$ cat src/sv/dtpd_pkg.sv
// Shared widths, reset values, register indexes and types of the drum trigger
// peak detector. No dependencies; used by dtpd_div and drum_trigger_peak_detector.
package dtpd_pkg;

  localparam int SAMPLE_BITS   = 10;
  localparam int DURATION_BITS = 20;
  localparam int TIME_BITS     = 32;
  localparam int CHANNEL_BITS  = 8;
  localparam int PHASE_BITS    = 2;
  localparam int CFG_IDX_BITS  = 3;
  localparam int CFG_DATA_BITS = 32;

  // |peak - base| * elapsed
  localparam int PROD_BITS = SAMPLE_BITS + DURATION_BITS;
  localparam int CNT_BITS  = $clog2(SAMPLE_BITS);

  localparam int IN_TDATA_BITS  = ((SAMPLE_BITS + TIME_BITS + 7) / 8) * 8;
  localparam int OUT_TDATA_BITS =
      ((1 + SAMPLE_BITS + CHANNEL_BITS + PHASE_BITS + 7) / 8) * 8;

  localparam logic [SAMPLE_BITS-1:0]   BASE_THR_RST  = SAMPLE_BITS'(10);
  localparam logic [DURATION_BITS-1:0] SCAN_TIME_RST = DURATION_BITS'(10000);
  localparam logic [DURATION_BITS-1:0] MASK_TIME_RST = DURATION_BITS'(10000);
  localparam logic [DURATION_BITS-1:0] RAMP_TIME_RST = DURATION_BITS'(350000);
  localparam logic [CHANNEL_BITS-1:0]  CHANNEL_RST   = '0;

  localparam logic [CFG_IDX_BITS-1:0] CFG_BASE_THR  = 3'd0;
  localparam logic [CFG_IDX_BITS-1:0] CFG_SCAN_TIME = 3'd1;
  localparam logic [CFG_IDX_BITS-1:0] CFG_MASK_TIME = 3'd2;
  localparam logic [CFG_IDX_BITS-1:0] CFG_RAMP_TIME = 3'd3;
  localparam logic [CFG_IDX_BITS-1:0] CFG_CHANNEL   = 3'd4;

  typedef enum logic [PHASE_BITS-1:0] {
    PH_IDLE = 2'd0,
    PH_SCAN = 2'd1,
    PH_MASK = 2'd2,
    PH_RAMP = 2'd3
  } phase_e;

  typedef struct packed {
    logic busy;
    logic done;
  } div_status_t;

endpackage

$ cat src/sv/dtpd_div.sv
// Bit-serial restoring divider for the retrigger ramp, one quotient bit per cycle.
// Depends on dtpd_pkg. Caller guarantees dividend < divisor << SAMPLE_BITS.
module dtpd_div (
  input  logic                                 clk_i,
  input  logic                                 rst_ni,
  input  logic                                 start_i,
  input  logic [dtpd_pkg::PROD_BITS-1:0]       dividend_i,
  input  logic [dtpd_pkg::DURATION_BITS-1:0]   divisor_i,
  output dtpd_pkg::div_status_t                status_o,
  output logic [dtpd_pkg::SAMPLE_BITS-1:0]     quot_o
);

  localparam int SB = dtpd_pkg::SAMPLE_BITS;
  localparam int DB = dtpd_pkg::DURATION_BITS;

  logic [DB-1:0]                 rem_q;
  logic [SB-1:0]                 lo_q;
  logic [dtpd_pkg::CNT_BITS-1:0] cnt_q;
  logic                          busy_q;
  logic                          done_q;

  logic [DB:0]   trial;
  logic          ge;
  logic [DB-1:0] rem_next;

  // high bits of lo_q are the dividend going in, low bits the quotient coming out
  assign trial    = {rem_q, lo_q[SB-1]};
  assign ge       = trial >= {1'b0, divisor_i};
  assign rem_next = ge ? DB'(trial - {1'b0, divisor_i}) : trial[DB-1:0];

  always_ff @(posedge clk_i or negedge rst_ni) begin
    if (!rst_ni) begin
      rem_q  <= '0;
      lo_q   <= '0;
      cnt_q  <= '0;
      busy_q <= 1'b0;
      done_q <= 1'b0;
    end else begin
      done_q <= 1'b0;
      if (start_i) begin
        rem_q  <= dividend_i[dtpd_pkg::PROD_BITS-1:SB];
        lo_q   <= dividend_i[SB-1:0];
        cnt_q  <= dtpd_pkg::CNT_BITS'(SB - 1);
        busy_q <= 1'b1;
      end else if (busy_q) begin
        rem_q <= rem_next;
        lo_q  <= {lo_q[SB-2:0], ge};
        cnt_q <= cnt_q - 1'b1;
        if (cnt_q == '0) begin
          busy_q <= 1'b0;
          done_q <= 1'b1;
        end
      end
    end
  end

  assign status_o.busy = busy_q;
  assign status_o.done = done_q;
  assign quot_o        = lo_q;

endmodule

$ cat src/sv/drum_trigger_peak_detector.sv
// Piezo drum trigger: idle / scan / mask / retrigger ramp phases with peak tracking.
// Depends on dtpd_pkg and dtpd_div (ramp threshold division).
//
// Channel  Dir  Handshake                  Payload (low bit first)
// s_axis   in   s_axis_tvalid/tready       tdata: sample, now_us
// m_axis   out  m_axis_tvalid/tready       tdata: hit_valid, hit_peak, hit_channel, phase
// cfg      in   cfg_valid/cfg_ready        cfg_index, cfg_data (always ready)
//
// Idle, scan and mask samples, and ramp samples past the ramp end, finish in the
// request cycle. A ramp sample inside the ramp goes through the S_MUL, S_DIV and
// S_FIN states, the bit-serial divider giving one quotient bit per cycle.
// Reset is asynchronous; registers take their reset values at once.
// One output register holds the result; a request is taken while it waits if
// the result slot frees in that cycle.
module drum_trigger_peak_detector (
  input  logic                                    clk_i,
  input  logic                                    rst_ni,
  input  logic                                    s_axis_tvalid_i,
  output logic                                    s_axis_tready_o,
  // [9:0] sample, [41:10] now_us
  input  logic [dtpd_pkg::IN_TDATA_BITS-1:0]      s_axis_tdata_i,
  output logic                                    m_axis_tvalid_o,
  input  logic                                    m_axis_tready_i,
  // [0] hit_valid, [10:1] hit_peak, [18:11] hit_channel, [20:19] phase
  output logic [dtpd_pkg::OUT_TDATA_BITS-1:0]     m_axis_tdata_o,
  input  logic                                    cfg_valid_i,
  output logic                                    cfg_ready_o,
  input  logic [dtpd_pkg::CFG_IDX_BITS-1:0]       cfg_index_i,
  input  logic [dtpd_pkg::CFG_DATA_BITS-1:0]      cfg_data_i
);

  localparam int SB = dtpd_pkg::SAMPLE_BITS;
  localparam int DB = dtpd_pkg::DURATION_BITS;
  localparam int TB = dtpd_pkg::TIME_BITS;
  localparam int CB = dtpd_pkg::CHANNEL_BITS;

  typedef enum logic [1:0] {
    S_READY,
    S_MUL,
    S_DIV,
    S_FIN
  } state_e;

  // configuration
  logic [SB-1:0] base_q;
  logic [DB-1:0] scan_q;
  logic [DB-1:0] mask_q;
  logic [DB-1:0] ramp_q;
  logic [CB-1:0] chan_q;

  // detector state
  dtpd_pkg::phase_e phase_q, phase_d;
  logic [TB-1:0]    start_q, start_d;
  logic [SB-1:0]    peak_q, peak_d;

  state_e        st_q;
  logic [SB-1:0] sample_q;
  logic [TB-1:0] now_q;
  logic [DB-1:0] elapsed_q;

  logic             out_valid_q;
  logic             out_hit_q;
  logic [SB-1:0]    out_peak_q;
  logic [CB-1:0]    out_chan_q;
  dtpd_pkg::phase_e out_phase_q;

  logic [SB-1:0] in_sample;
  logic [TB-1:0] in_now;
  logic [TB-1:0] elapsed;
  logic          in_fire;
  logic          slot_free;
  logic          out_load;
  logic          hit;
  logic          go_div;

  logic                          h_neg;
  logic [SB-1:0]                 h_abs;
  logic [dtpd_pkg::PROD_BITS-1:0] prod;
  logic                          div_start;
  dtpd_pkg::div_status_t         div_stat;
  logic [SB-1:0]                 quot;
  logic [SB:0]                   ramp_thr;
  logic                          retrig;

  assign in_sample = s_axis_tdata_i[SB-1:0];
  assign in_now    = s_axis_tdata_i[SB+TB-1:SB];
  assign elapsed   = in_now - start_q;

  assign slot_free       = !out_valid_q || m_axis_tready_i;
  assign s_axis_tready_o = (st_q == S_READY) && slot_free;
  assign in_fire         = s_axis_tvalid_i && s_axis_tready_o;
  assign cfg_ready_o     = 1'b1;

  // output register takes a new result this cycle
  assign out_load = (in_fire && !go_div) || ((st_q == S_FIN) && slot_free);

  always_ff @(posedge clk_i or negedge rst_ni) begin
    if (!rst_ni) begin
      base_q <= dtpd_pkg::BASE_THR_RST;
      scan_q <= dtpd_pkg::SCAN_TIME_RST;
      mask_q <= dtpd_pkg::MASK_TIME_RST;
      ramp_q <= dtpd_pkg::RAMP_TIME_RST;
      chan_q <= dtpd_pkg::CHANNEL_RST;
    end else if (cfg_valid_i) begin
      case (cfg_index_i)
        dtpd_pkg::CFG_BASE_THR:  base_q <= cfg_data_i[SB-1:0];
        dtpd_pkg::CFG_SCAN_TIME: scan_q <= cfg_data_i[DB-1:0];
        dtpd_pkg::CFG_MASK_TIME: mask_q <= cfg_data_i[DB-1:0];
        dtpd_pkg::CFG_RAMP_TIME: ramp_q <= cfg_data_i[DB-1:0];
        dtpd_pkg::CFG_CHANNEL:   chan_q <= cfg_data_i[CB-1:0];
        default: ;
      endcase
    end
  end

  // phase decisions that resolve in the request cycle, or hand a ramp sample to the divider
  always_comb begin
    phase_d = phase_q;
    start_d = start_q;
    peak_d  = peak_q;
    hit     = 1'b0;
    go_div  = 1'b0;
    case (phase_q)
      dtpd_pkg::PH_IDLE: begin
        if (in_sample > base_q) begin
          phase_d = dtpd_pkg::PH_SCAN;
          start_d = in_now;
          peak_d  = in_sample;
        end
      end
      dtpd_pkg::PH_SCAN: begin
        if (elapsed >= TB'(scan_q)) begin
          hit     = 1'b1;
          start_d = in_now;
          if (mask_q != '0) begin
            phase_d = dtpd_pkg::PH_MASK;
          end else if (ramp_q != '0) begin
            phase_d = dtpd_pkg::PH_RAMP;
          end else begin
            phase_d = dtpd_pkg::PH_IDLE;
          end
        end else if (in_sample > peak_q) begin
          peak_d = in_sample;
        end
      end
      dtpd_pkg::PH_MASK: begin
        if (elapsed >= TB'(mask_q)) begin
          start_d = in_now;
          phase_d = (ramp_q != '0) ? dtpd_pkg::PH_RAMP : dtpd_pkg::PH_IDLE;
        end
      end
      dtpd_pkg::PH_RAMP: begin
        if (elapsed >= TB'(ramp_q)) begin
          start_d = in_now;
          phase_d = dtpd_pkg::PH_IDLE;
        end else begin
          go_div = 1'b1;
        end
      end
      default: ;
    endcase
  end

  // ramp threshold = peak - trunc((peak - base) * t / ramp), sign handled apart
  assign h_neg     = peak_q < base_q;
  assign h_abs     = h_neg ? (base_q - peak_q) : (peak_q - base_q);
  assign prod      = dtpd_pkg::PROD_BITS'(h_abs) * dtpd_pkg::PROD_BITS'(elapsed_q);
  assign div_start = (st_q == S_MUL);

  dtpd_div u_div (
    .clk_i      (clk_i),
    .rst_ni     (rst_ni),
    .start_i    (div_start),
    .dividend_i (prod),
    .divisor_i  (ramp_q),
    .status_o   (div_stat),
    .quot_o     (quot)
  );

  // quotient never exceeds |h|, so the threshold stays in [0, 2^SB)
  assign ramp_thr = h_neg ? ({1'b0, peak_q} + {1'b0, quot})
                          : ({1'b0, peak_q} - {1'b0, quot});
  assign retrig   = {1'b0, sample_q} >= ramp_thr;

  always_ff @(posedge clk_i or negedge rst_ni) begin
    if (!rst_ni) begin
      st_q        <= S_READY;
      phase_q     <= dtpd_pkg::PH_IDLE;
      start_q     <= '0;
      peak_q      <= '0;
      sample_q    <= '0;
      now_q       <= '0;
      elapsed_q   <= '0;
      out_valid_q <= 1'b0;
      out_hit_q   <= 1'b0;
      out_peak_q  <= '0;
      out_chan_q  <= '0;
      out_phase_q <= dtpd_pkg::PH_IDLE;
    end else begin
      if (out_valid_q && m_axis_tready_i && !out_load) begin
        out_valid_q <= 1'b0;
      end
      case (st_q)
        S_READY: begin
          if (in_fire) begin
            if (go_div) begin
              sample_q  <= in_sample;
              now_q     <= in_now;
              elapsed_q <= elapsed[DB-1:0];
              st_q      <= S_MUL;
            end else begin
              phase_q     <= phase_d;
              start_q     <= start_d;
              peak_q      <= peak_d;
              out_valid_q <= 1'b1;
              out_hit_q   <= hit;
              out_peak_q  <= hit ? peak_q : '0;
              out_chan_q  <= hit ? chan_q : '0;
              out_phase_q <= phase_d;
            end
          end
        end
        S_MUL: begin
          st_q <= S_DIV;
        end
        S_DIV: begin
          if (div_stat.done) begin
            st_q <= S_FIN;
          end
        end
        S_FIN: begin
          if (slot_free) begin
            if (retrig) begin
              phase_q <= dtpd_pkg::PH_SCAN;
              start_q <= now_q;
              peak_q  <= sample_q;
            end
            out_valid_q <= 1'b1;
            out_hit_q   <= 1'b0;
            out_peak_q  <= '0;
            out_chan_q  <= '0;
            out_phase_q <= retrig ? dtpd_pkg::PH_SCAN : dtpd_pkg::PH_RAMP;
            st_q        <= S_READY;
          end
        end
        default: st_q <= S_READY;
      endcase
    end
  end

  assign m_axis_tvalid_o = out_valid_q;
  assign m_axis_tdata_o  = dtpd_pkg::OUT_TDATA_BITS'({out_phase_q, out_chan_q,
                                                       out_peak_q, out_hit_q});

`ifndef ASSERT_OFF
  a_no_req_while_div: assert property (@(posedge clk_i) disable iff (!rst_ni)
    div_stat.busy |-> !s_axis_tready_o)
    else $error("request taken while ramp division runs");

  a_div_done_in_div: assert property (@(posedge clk_i) disable iff (!rst_ni)
    div_stat.done |-> (st_q == S_DIV))
    else $error("divider finished outside the division state");

  a_fin_no_overwrite: assert property (@(posedge clk_i) disable iff (!rst_ni)
    (st_q == S_FIN && slot_free) |=> out_valid_q && !out_hit_q)
    else $error("ramp result not placed in the output register");

  a_hit_leaves_scan: assert property (@(posedge clk_i) disable iff (!rst_ni)
    (out_valid_q && out_hit_q) |-> (out_phase_q != dtpd_pkg::PH_SCAN))
    else $error("hit reported while still scanning");
`endif

endmodule
$ cat config.mk
export PLATFORM = sky130hd
export DESIGN_NAME = drum_trigger_peak_detector
export DESIGN_NICKNAME = d
export VERILOG_FILES = /design/src/sv/dtpd_pkg.sv /design/src/sv/dtpd_div.sv /design/src/sv/drum_trigger_peak_detector.sv
export SDC_FILE = /design/constraint.sdc
export NUM_CORES = 1
export LEC_CHECK = 0
export ABC_AREA = 1
export BUFFER_PORTS_ARGS = -buffer_cell sky130_fd_sc_hd__buf_2
export CAP_MARGIN = 10
export CORE_AREA = 3 3 240 266
export CTS_BUF_LIST = sky130_fd_sc_hd__clkbuf_8
export DETAILED_ROUTE_END_ITERATION = 16
export DIE_AREA = 0 0 243 269
export GPL_TIMING_DRIVEN = 0
export PLACE_DENSITY_LB_ADDON = 0.1
export SKIP_LAST_GASP = 1
export SYNTH_ARGS = -nofsm -noshare
export SYNTH_HDL_FRONTEND = slang
export SYNTH_HIERARCHICAL = 1
export SYNTH_SLANG_ARGS = --single-unit
$ cat constraint.sdc
create_clock -name clk_i -period 7.3 [get_ports clk_i]
set_clock_uncertainty 0.1 [all_clocks]
set_input_delay 1.46 -clock clk_i [delete_from_list [all_inputs] [get_ports clk_i]]
set_output_delay 1.46 -clock clk_i [all_outputs]
set_load 0.005 [all_outputs]
# --- Yosys cells after proc, flatten, opt, wreduce, memory -nomap -nowiden ---
# Cells that the tools add are included.
totals:
  reg_bits: 244
  latchBits: 0
  ram_bits: 0
  mem_bits_ro: 0
  in_bits: 88
  output_inout_bits: 27
  wordCells: 168
  memories: 0
op_classes:
  add_sub_neg: 7
  mul: 1
  n_div: 0
  order_cmp: 8
  n_eq_ne: 23
  shifts: 0
  n_mux: 77
  bitwise: 0
  reduce_logical: 30
op_table:
  columns: ["op", "count"]
  rows:
  - ["$mux 32", 8]
  - ["$mux 10", 14]
  - ["$pmux 32 s4", 1]
  - ["$ge 32x20->1", 3]
  - ["$pmux 32 s2", 1]
  - ["$mux 20", 3]
  - ["$pmux 10 s2", 3]
  - ["$reduce_bool 20->1", 2]
  - ["$mux 2", 16]
  - ["$mux 8", 4]
  - ["$sub 32x32->32", 1]
  - ["$mul 10x20->30", 1]
  - ["$ge 21x20->1", 1]
  - ["$gt 10x10->1", 2]
  - ["$sub 10x10->10", 2]
  - ["$sub 20x20->20", 1]
  - ["$ne 3x3->1 const B", 6]
  - ["$reduce_and 9->1", 2]
  - ["$mux 1", 17]
  - ["$pmux 2 s4", 2]
  - ["$pmux 8 s2", 1]
  - ["$add 10x10->11", 1]
  - ["$ge 10x11->1", 1]
  - ["$mux 11", 1]
  - ["25 further kinds", 52]

# --- Depth between registers and ports, before layout ---
# Gate-level depths: netlist of run 1.
logic_depth:
  word_depth: 13
  ltp_mapped: 42
  ltp_nobuf: 42

# --- Hierarchy ---
# The synthesis of run 1 kept the hierarchy.
modules_own_cells:
  columns: ["module", "n_inst", "cells_each", "area_per_inst_um2", "seq_area_each_um2"]
  rows:
  - ["drum_trigger_peak_detector", 1, 2875, 21126.5, 5231.3]
  - ["dtpd_div", 1, 506, 3299.4, 900.9]

# --- Worst setup path after synthesis of run 1 ---
# No wires, ideal clock.
synth_path:
  kind: "reg-to-reg"
  from: "reg base_q[0]"
  to: "reg u_div.rem_q[19]"
  setup_time_ps: 121
  arrival_ps: 7067
  required_time_ps: 7079
  path_slack_ps: 12
  stages_incl_launch_ff: 43
  n_path_buf: 0
  synth_period_minus_slack_ps: 7288
  path_cell_list: "dfrtp_1 -> inv_1 -> ha_1 -> inv_1 -> fa_1 -> nand3_1 -> nand2_1 -> inv_1 -> nor2_1 -> or2_2 -> a21oi_1 -> nor2_1 -> nor2_1 -> o21bai_1 -> nand2_1 -> o21a_1 -> xor2_1 -> inv_1 -> [... 7 more ...] -> fa_1 -> inv_1 -> ha_1 -> nand2_1 -> nor2_1 -> nand3_1 -> nand3_1 -> nand2_1 -> nand2_1 -> nand3_1 -> nand2_1 -> a21oi_1 -> o21ai_0 -> nand4_1 -> nand2_1 -> xnor2_1 -> a22oi_1 -> nand2_1"
synth_via:
  elab_chain_len: 4
  word_cells_on_any_way: 6
  classes_between: "add/sub (2); mul (1); order compare (1); mux (2)"
synth_lines:
  columns: ["element", "line", "text"]
  rows:
  - ["start, declared", "drum_trigger_peak_detector.sv:45", "logic [SB-1:0] base_q;"]
  - ["start signal, assigned", "drum_trigger_peak_detector.sv:99", "base_q <= dtpd_pkg::BASE_THR_RST;"]
  - ["start signal, assigned", "drum_trigger_peak_detector.sv:106", "dtpd_pkg::CFG_BASE_THR: base_q <= cfg_data_i[SB-1:0];"]
  - ["$sub 10x10->10 / $lt 10x10->1 (equally long branches)", "drum_trigger_peak_detector.sv:166, drum_trigger_peak_detector.sv:165", null]
  - ["$mux 10 (*)", "drum_trigger_peak_detector.sv:166", "assign h_abs = h_neg ? (base_q - peak_q) : (peak_q - base_q);"]
  - ["$mul 10x20->30 (*)", "drum_trigger_peak_detector.sv:167", "assign prod = dtpd_pkg::PROD_BITS'(h_abs) * dtpd_pkg::PROD_BITS'(elapsed_q);"]
  - ["via prod (one bit)", "drum_trigger_peak_detector.sv:78", "logic [dtpd_pkg::PROD_BITS-1:0] prod;"]
  - ["$mux 20 (*)", "dtpd_div.sv:40", "if (start_i) begin"]
  - ["end signal, assigned", "dtpd_div.sv:41", "rem_q <= dividend_i[dtpd_pkg::PROD_BITS-1:SB];"]
  - ["end signal, assigned", "dtpd_div.sv:46", "rem_q <= rem_next;"]
  - ["end, declared", "dtpd_div.sv:16", "logic [DB-1:0] rem_q;"]
# The timed path passes the listed nets; every way through them passes the cells marked *.
# A chain may end at the register's enable or synchronous reset.

# --- Worst setup path in the final report of run 1 ---
layout_path:
  from: "reg base_q[3]"
  to: "reg u_div.rem_q[19]"
# Same word-level chain as after synthesis.

==> run summary, run 1 <==
================================================================================
Setup repair after global routing missed its margin                         true
Worst Hold Path Cells                                                          2
Mean Syn Cell Area                                                     7.224 µm²
Final Routed Wirelength                                                 77920 µm
Layout Area Growth over Synthesis                                         16.17%
Wire length of the first global-routing pass                           122600 µm
Drt drc                                                                        0
Outcome                                                             finished with violations
Core Rows                                                                     95
Die boundary width                                                        243 µm
Most used cells in the layout excluding fill and tap cells          nand2_1 (967), inv_1 (624), ha_1 (220)
Crit path largest cell delay                                             0.57 ns
Type of the worst setup path                                          reg -> reg
Number of ports placed on the die boundary                                   115
Largest driver fanout on the critical path                                     5
RD Place Congestion                                                       0.9093
Most heavily used metal layer in global routing                             met2
Drt first pass iters                                                           5
Sequential cell area                                                0.006146 mm²
Number of global-route vias before repair                                  21860
Syn Inst Count                                                              3380
Fraction of the cycle the final worst path needs                          100.5%
Setup violators final                                                          3
Area inside the core boundary                                        0.06110 mm²
Slowest library cell on the worst path                                   dfstp_2
Number of antenna violations at the first check in global routing              4
Count of H-tree levels built during CTS                                        2
Final worst-path setup slack                                         -0.03560 ns
Achievable frequency                                                   136.3 MHz
Clock-pin slew on the worst setup and hold paths                         0.06 ns
Rel. slew slack                                                           35.17%
Most common library cell in the layout ignoring fill and taps            nand2_1
Total area of multi-input combinational cells                        0.01600 mm²
Combined global-route utilization of all metal layers                     24.07%
Violations in the final reports                                     negative setup slack
Total count of hold-check failures in the final report                         0
Worst hold-check path type                                            reg -> reg
Met1 usage                                                                30.50%
Number of buffer and inverter stages on the critical path                      6
Final nets                                                                  4079
Clock tree from TritonCTS                                                    yes
Min cycle time layout                                                   7.336 ns
Post-Synthesis Cell Area                                             0.02442 mm²
Final Max Slew Viols                                                           0
Signal arrival time at the worst endpoint                                7.73 ns
Cells after DPL                                                             4300
Starting utilization of the core area                                     39.97%
Number of clock sinks                                                        244
Filler Cell Count                                                           6422
DPL Wire Length                                                         62140 µm
Transition time at the pin with the least slew margin                  0.9636 ns
Logic depth of the worst setup path including buffers                         37
Pin count of the biggest net entering global routing                         100
Gate family responsible for the most delay along the worst path      adder cells
Number of buffers created by CTS                                              45
Endpoint type of the worst setup path                                   register
R2R setup slack                                                         -0.04 ns
Latest clock arrival within the worst-skew pair                          0.65 ns
1st-iter DRT viols                                                          1133
Number of nets with antenna violations after routing                           0
Detailed-route via count                                                   21480
Clock buffer depth                                                             3
Share of post-route cells with drive strength above 1                     15.63%
Met2 Usage GRT                                                            43.56%
Count of input and output buffers                                             92
Number of non-filler instances in the completed layout                      4460
Root Driver                                                             clkbuf_8
Critical path startpoint category                                       register
Vias per inst                                                              4.816
Die Height                                                                269 µm
Die area                                                             0.06537 mm²
Met3 usage in global routing                                              2.805%
Required arrival time at the worst endpoint                              7.69 ns
Length in cells of the worst reg-to-reg path                                  37
Maximum capacitance violations                                                 0
Number of warnings printed during yosys synthesis                              6
Global route total overflow                                                    0
Wire length per cell                                                    17.47 µm
================================================================================
==> stage by stage <==
stage / util [%] / hold WS, ns / setup TNS (ns) / area (µm²) / worst slack [ns]
floorplan: - / 0.3419 / 0 / 24430 / 0.01151
global placement: 42.42 / 0.3574 / -71.88 / 25920 / -1.472
detailed placement: 42.53 / 0.3596 / -18.36 / 25980 / -1.501
CTS: 45.56 / 0.3739 / -0.4927 / 27830 / -0.1215
global route: 46.43 / 0.3863 / -2.215 / 28370 / -0.2926
finish: 46.43 / 0.3724 / -0.06103 / 28370 / -0.03560
==> worst min-delay path: stages, from the launching register on <==
cell	delay (ns)
dfrtp_1	0.34
nand2_1	0.06
nand2_1	0.05
==> sequential cells by signal, summed over array words and instances (netlist names), 8 cells and up <==
| register | count |
|---|---|
| chan_q | 8 |
| base_q | 10 |
| mask_q | 20 |
| scan_q | 20 |
| out_peak_q | 10 |
| elapsed_q | 20 |
| peak_q | 10 |
| u_div/quot_o | 10 |
| out_chan_q | 8 |
| u_div/rem_q | 20 |
| start_q | 32 |
| sample_q | 10 |
| ramp_q | 20 |
| now_q | 32 |
==> repair_timing <==
item / in CTS / in global routing
hold buffers: 0 / 0
buffers inserted: 52 / 31
gates resized for setup: 128 / 113
setup endpoints to repair: 21 / 17
pin swaps: 88 / 111
==> cell type report <==
| class | count | area share (%) |
|---|---|---|
| inverter | 665 | 8.848 |
| clock buffer | 60 | 2.911 |
| sequential | 244 | 21.67 |
| multi-input combinational | 2382 | 56.41 |
| timing repair buffer | 174 | 4.106 |
| clock inverter | 20 | 0.4323 |
| buffer | 90 | 1.980 |
| tap | 824 | 3.634 |
| antenna | 1 | 0.008821 |
==> final timing paths <==
path	startpoint	endpoint
setup / recovery	base_q[3]	u_div/rem_q[19]
min in group asynchronous	rst_ni	mask_q[14]
hold / removal	start_q[17]	start_q[17]
hold reg to reg	start_q[17]	start_q[17]
setup reg to reg	base_q[3]	u_div/rem_q[19]
max in group asynchronous	rst_ni	peak_q[6]
==> metal layers <==
metal | wire length, µm | share of wire (%)
met1 | 34300 | 44
met2 | 38730 | 50
met3 | 2761 | 3.5
met4 | 2107 | 2.7
met5 | 26 | 0.033
Power of run 1 is left out: the tool's default activity adds up to more than one toggle a clock period on the data nets, which glitch-free logic cannot reach.
==> run 2: changes to the inputs <==
CTS_BUF_LIST = default   (was sky130_fd_sc_hd__clkbuf_8)
clock period = 8.9 ns   (was 7.3 ns; I/O delays follow)
==> run summary, run 2 (synthesized netlist as in run 1, its figures left out) <==
================================================================================
Length in cells of the worst reg-to-reg path                                  36   -2.7%
1st-iter DRT viols                                                          1073   -5.3%
Final Hold Slack                                                       0.3697 ns   -0.002723 ns
RD Place Congestion                                                       0.9093   unchanged
Met2 Usage GRT                                                            43.01%   -0.55 points
Number of clock sinks                                                        244   unchanged
Vias per inst                                                              4.810   -0.11%
Signal arrival time at the worst endpoint                                8.71 ns   +0.98 ns
Total negative setup slack                                                  0 ns   +0.06103 ns
Total count of hold-check failures in the final report                         0   unchanged
Final worst-path setup slack                                           0.5538 ns   +0.5894 ns
Outcome                                                             complete, no violations
Type of the worst setup path                                          reg -> reg
Endpoint type of the worst setup path                                   register
Pin count of the biggest net entering global routing                         100   unchanged
Launch point of the worst hold path                                  start_q[29]
Die boundary width                                                        243 µm   unchanged
Final Max Slew Viols                                                           0   unchanged
Area inside the core boundary                                        0.06110 mm²   unchanged
Die Height                                                                269 µm   unchanged
Largest registers                                                   now_q x32, start_q x32
Die area                                                             0.06537 mm²   unchanged
Wire length per cell                                                    17.32 µm   -0.85%
Latest clock arrival within the worst-skew pair                          0.61 ns   -0.04 ns
Setup violators final                                                          0   -3
Rel. slew slack                                                           33.47%   -1.7 points
Worst slack after detailed placement                                  0.09898 ns   +1.600 ns
Number of global-route vias before repair                                  21360   -2.3%
Count of H-tree levels built during CTS                                        1   -1
Worst Hold Path Cells                                                          2   unchanged
Layout Area Growth over Synthesis                                         10.69%
Slowest library cell on the worst path                                   dfstp_2
Filler Cell Count                                                           6531   +1.7%
Crit path largest cell delay                                             0.57 ns   about the same
Clock buffer depth                                                             3   unchanged
Critical path startpoint category                                       register
Met3 usage in global routing                                              2.059%   -0.75 points
Drt drc                                                                        0   unchanged
Fraction of the cycle the final worst path needs                          93.78%   -6.7 points
Total of hold buffers inserted after clock tree synthesis                      0   unchanged
Number of antenna violations at the first check in global routing              3   -1
Worst r2r src                                                          base_q[3]
Required arrival time at the worst endpoint                              9.26 ns   +1.57 ns
Min cycle time layout                                                   8.346 ns   +1.011 ns
Number of ports placed on the die boundary                                   115   unchanged
Maximum capacitance violations                                                 0   unchanged
DPL Wire Length                                                         62140 µm   unchanged
Starting utilization of the core area                                     39.97%   unchanged
Transition time at the pin with the least slew margin                  0.9889 ns   +0.02530 ns
R2R setup slack                                                          0.55 ns   +0.59 ns
Setup repair after global routing missed its margin                        false
Achievable frequency                                                   119.8 MHz   -12%
Detailed-route via count                                                   20940   -2.5%
Wire length of the first global-routing pass                           120400 µm   -1.8%
Share of post-route cells with drive strength above 1                     8.558%   -7.1 points
Count of input and output buffers                                             92   unchanged
Largest driver fanout on the critical path                                    10   +5
Clock-pin slew on the worst setup and hold paths                         0.06 ns   about the same
Most heavily used metal layer in global routing                             met2
Most used cells in the layout excluding fill and tap cells          nand2_1 (987), inv_1 (649), ha_1 (242)
Root Driver                                                            clkbuf_16
Number of nets with antenna violations after routing                           0   unchanged
Most repeated library cell on the critical path                          nand2_1
Worst hold-check path type                                            reg -> reg
Drt first pass iters                                                           5   unchanged
Final nets                                                                  3983   -2.4%
Global route total overflow                                                    0   unchanged
End of the worst register-to-register path                          u_div/rem_q[17]
Core Rows                                                                     95   unchanged
Number of buffers created by CTS                                              30   -33%
Combined global-route utilization of all metal layers                     23.53%   -0.53 points
Final Routed Wirelength                                                 75400 µm   -3.2%
# diodes                                                                       0   -1
End of the worst hold path                                           start_q[29]
Met1 usage                                                                30.14%   -0.37 points
Clock tree from TritonCTS                                                    yes
Most common library cell in the layout ignoring fill and taps            nand2_1
================================================================================
run 2: cell types whose count changed in the layout (fill, tap and decap cells not counted), moves of 19 or more:
| cell | before | now |
|---|---|---|
| buf_4 | 80 | 8 |
| clkbuf_8 | 60 | 6 |
| inv_2 | 46 | 11 |
| clkbuf_16 | 0 | 30 |
| inv_1 | 624 | 649 |
| ha_1 | 220 | 242 |
| nand2_1 | 967 | 987 |
| a21oi_1 | 88 | 107 |
run 2: repair_timing:
action / CTS / global route
endpoints found under the setup margin: 0 / 7
endpoints found under the hold margin: 0 / 0
buffers inserted: 0 / 0
resized for setup: 0 / 13
run 2: per-layer routing:
| metal | vias to the layer above | routed length (µm) |
|---|---|---|
| met2 | 306 | 37710 |
| li1 | 10700 | - |
| met1 | 9838 | 33290 |
| met4 | 4 | 1648 |
| met3 | 88 | 2739 |
| met5 | - | 26 |
run 2: worst max path at each step:
| stage | endpoint | from | cells after the start |
|---|---|---|---|
| 3_3_place_gp | u_div/rem_q[19] | base_q[3] | 38 |
| 4_1_cts | u_div/rem_q[17] | base_q[3] | 38 |
| 2_1_floorplan | u_div/rem_q[19] | base_q[0] | 42 |
| 5_1_grt | u_div/rem_q[17] | base_q[3] | 36 |
| 6_report | u_div/rem_q[17] | base_q[3] | 36 |
| 3_5_place_dp | u_div/rem_q[17] | base_q[3] | 38 |
run 2: critical path: cells and delay by family (launching register included):
family | cells | cell delay, ns
xor+xnor | 2 | 0.46
buf+inv | 5 | 0.59
compound gates | 9 | 1.77
fa+ha+maj | 7 | 3.40
simple gates | 13 | 1.31
flops | 1 | 0.57
run 2: final cells by class:
cell class / instances / area [µm²] / share of cell area (%)
buffer: 89 / 515.5 / 1.907
clock buffer: 48 / 878.3 / 3.250
clock inverter: 7 / 138.9 / 0.5138
inverter: 665 / 2505 / 9.268
multi-input combinational: 2382 / 15300 / 56.61
sequential: 244 / 6133 / 22.69
tap: 824 / 1031 / 3.814
timing repair buffer: 94 / 525.5 / 1.944
run 2: through the flow:
stage               util [%]  cell area (µm²)  std cells
detailed placement     42.53            25980       4300
global placement       42.42            25920       4298
finish                 44.24            27030       4353
CTS                    44.19            27000       4355
floorplan                  -            24430       3382
global route           44.24            27030       4353
Power of run 2 is left out for the same reason.
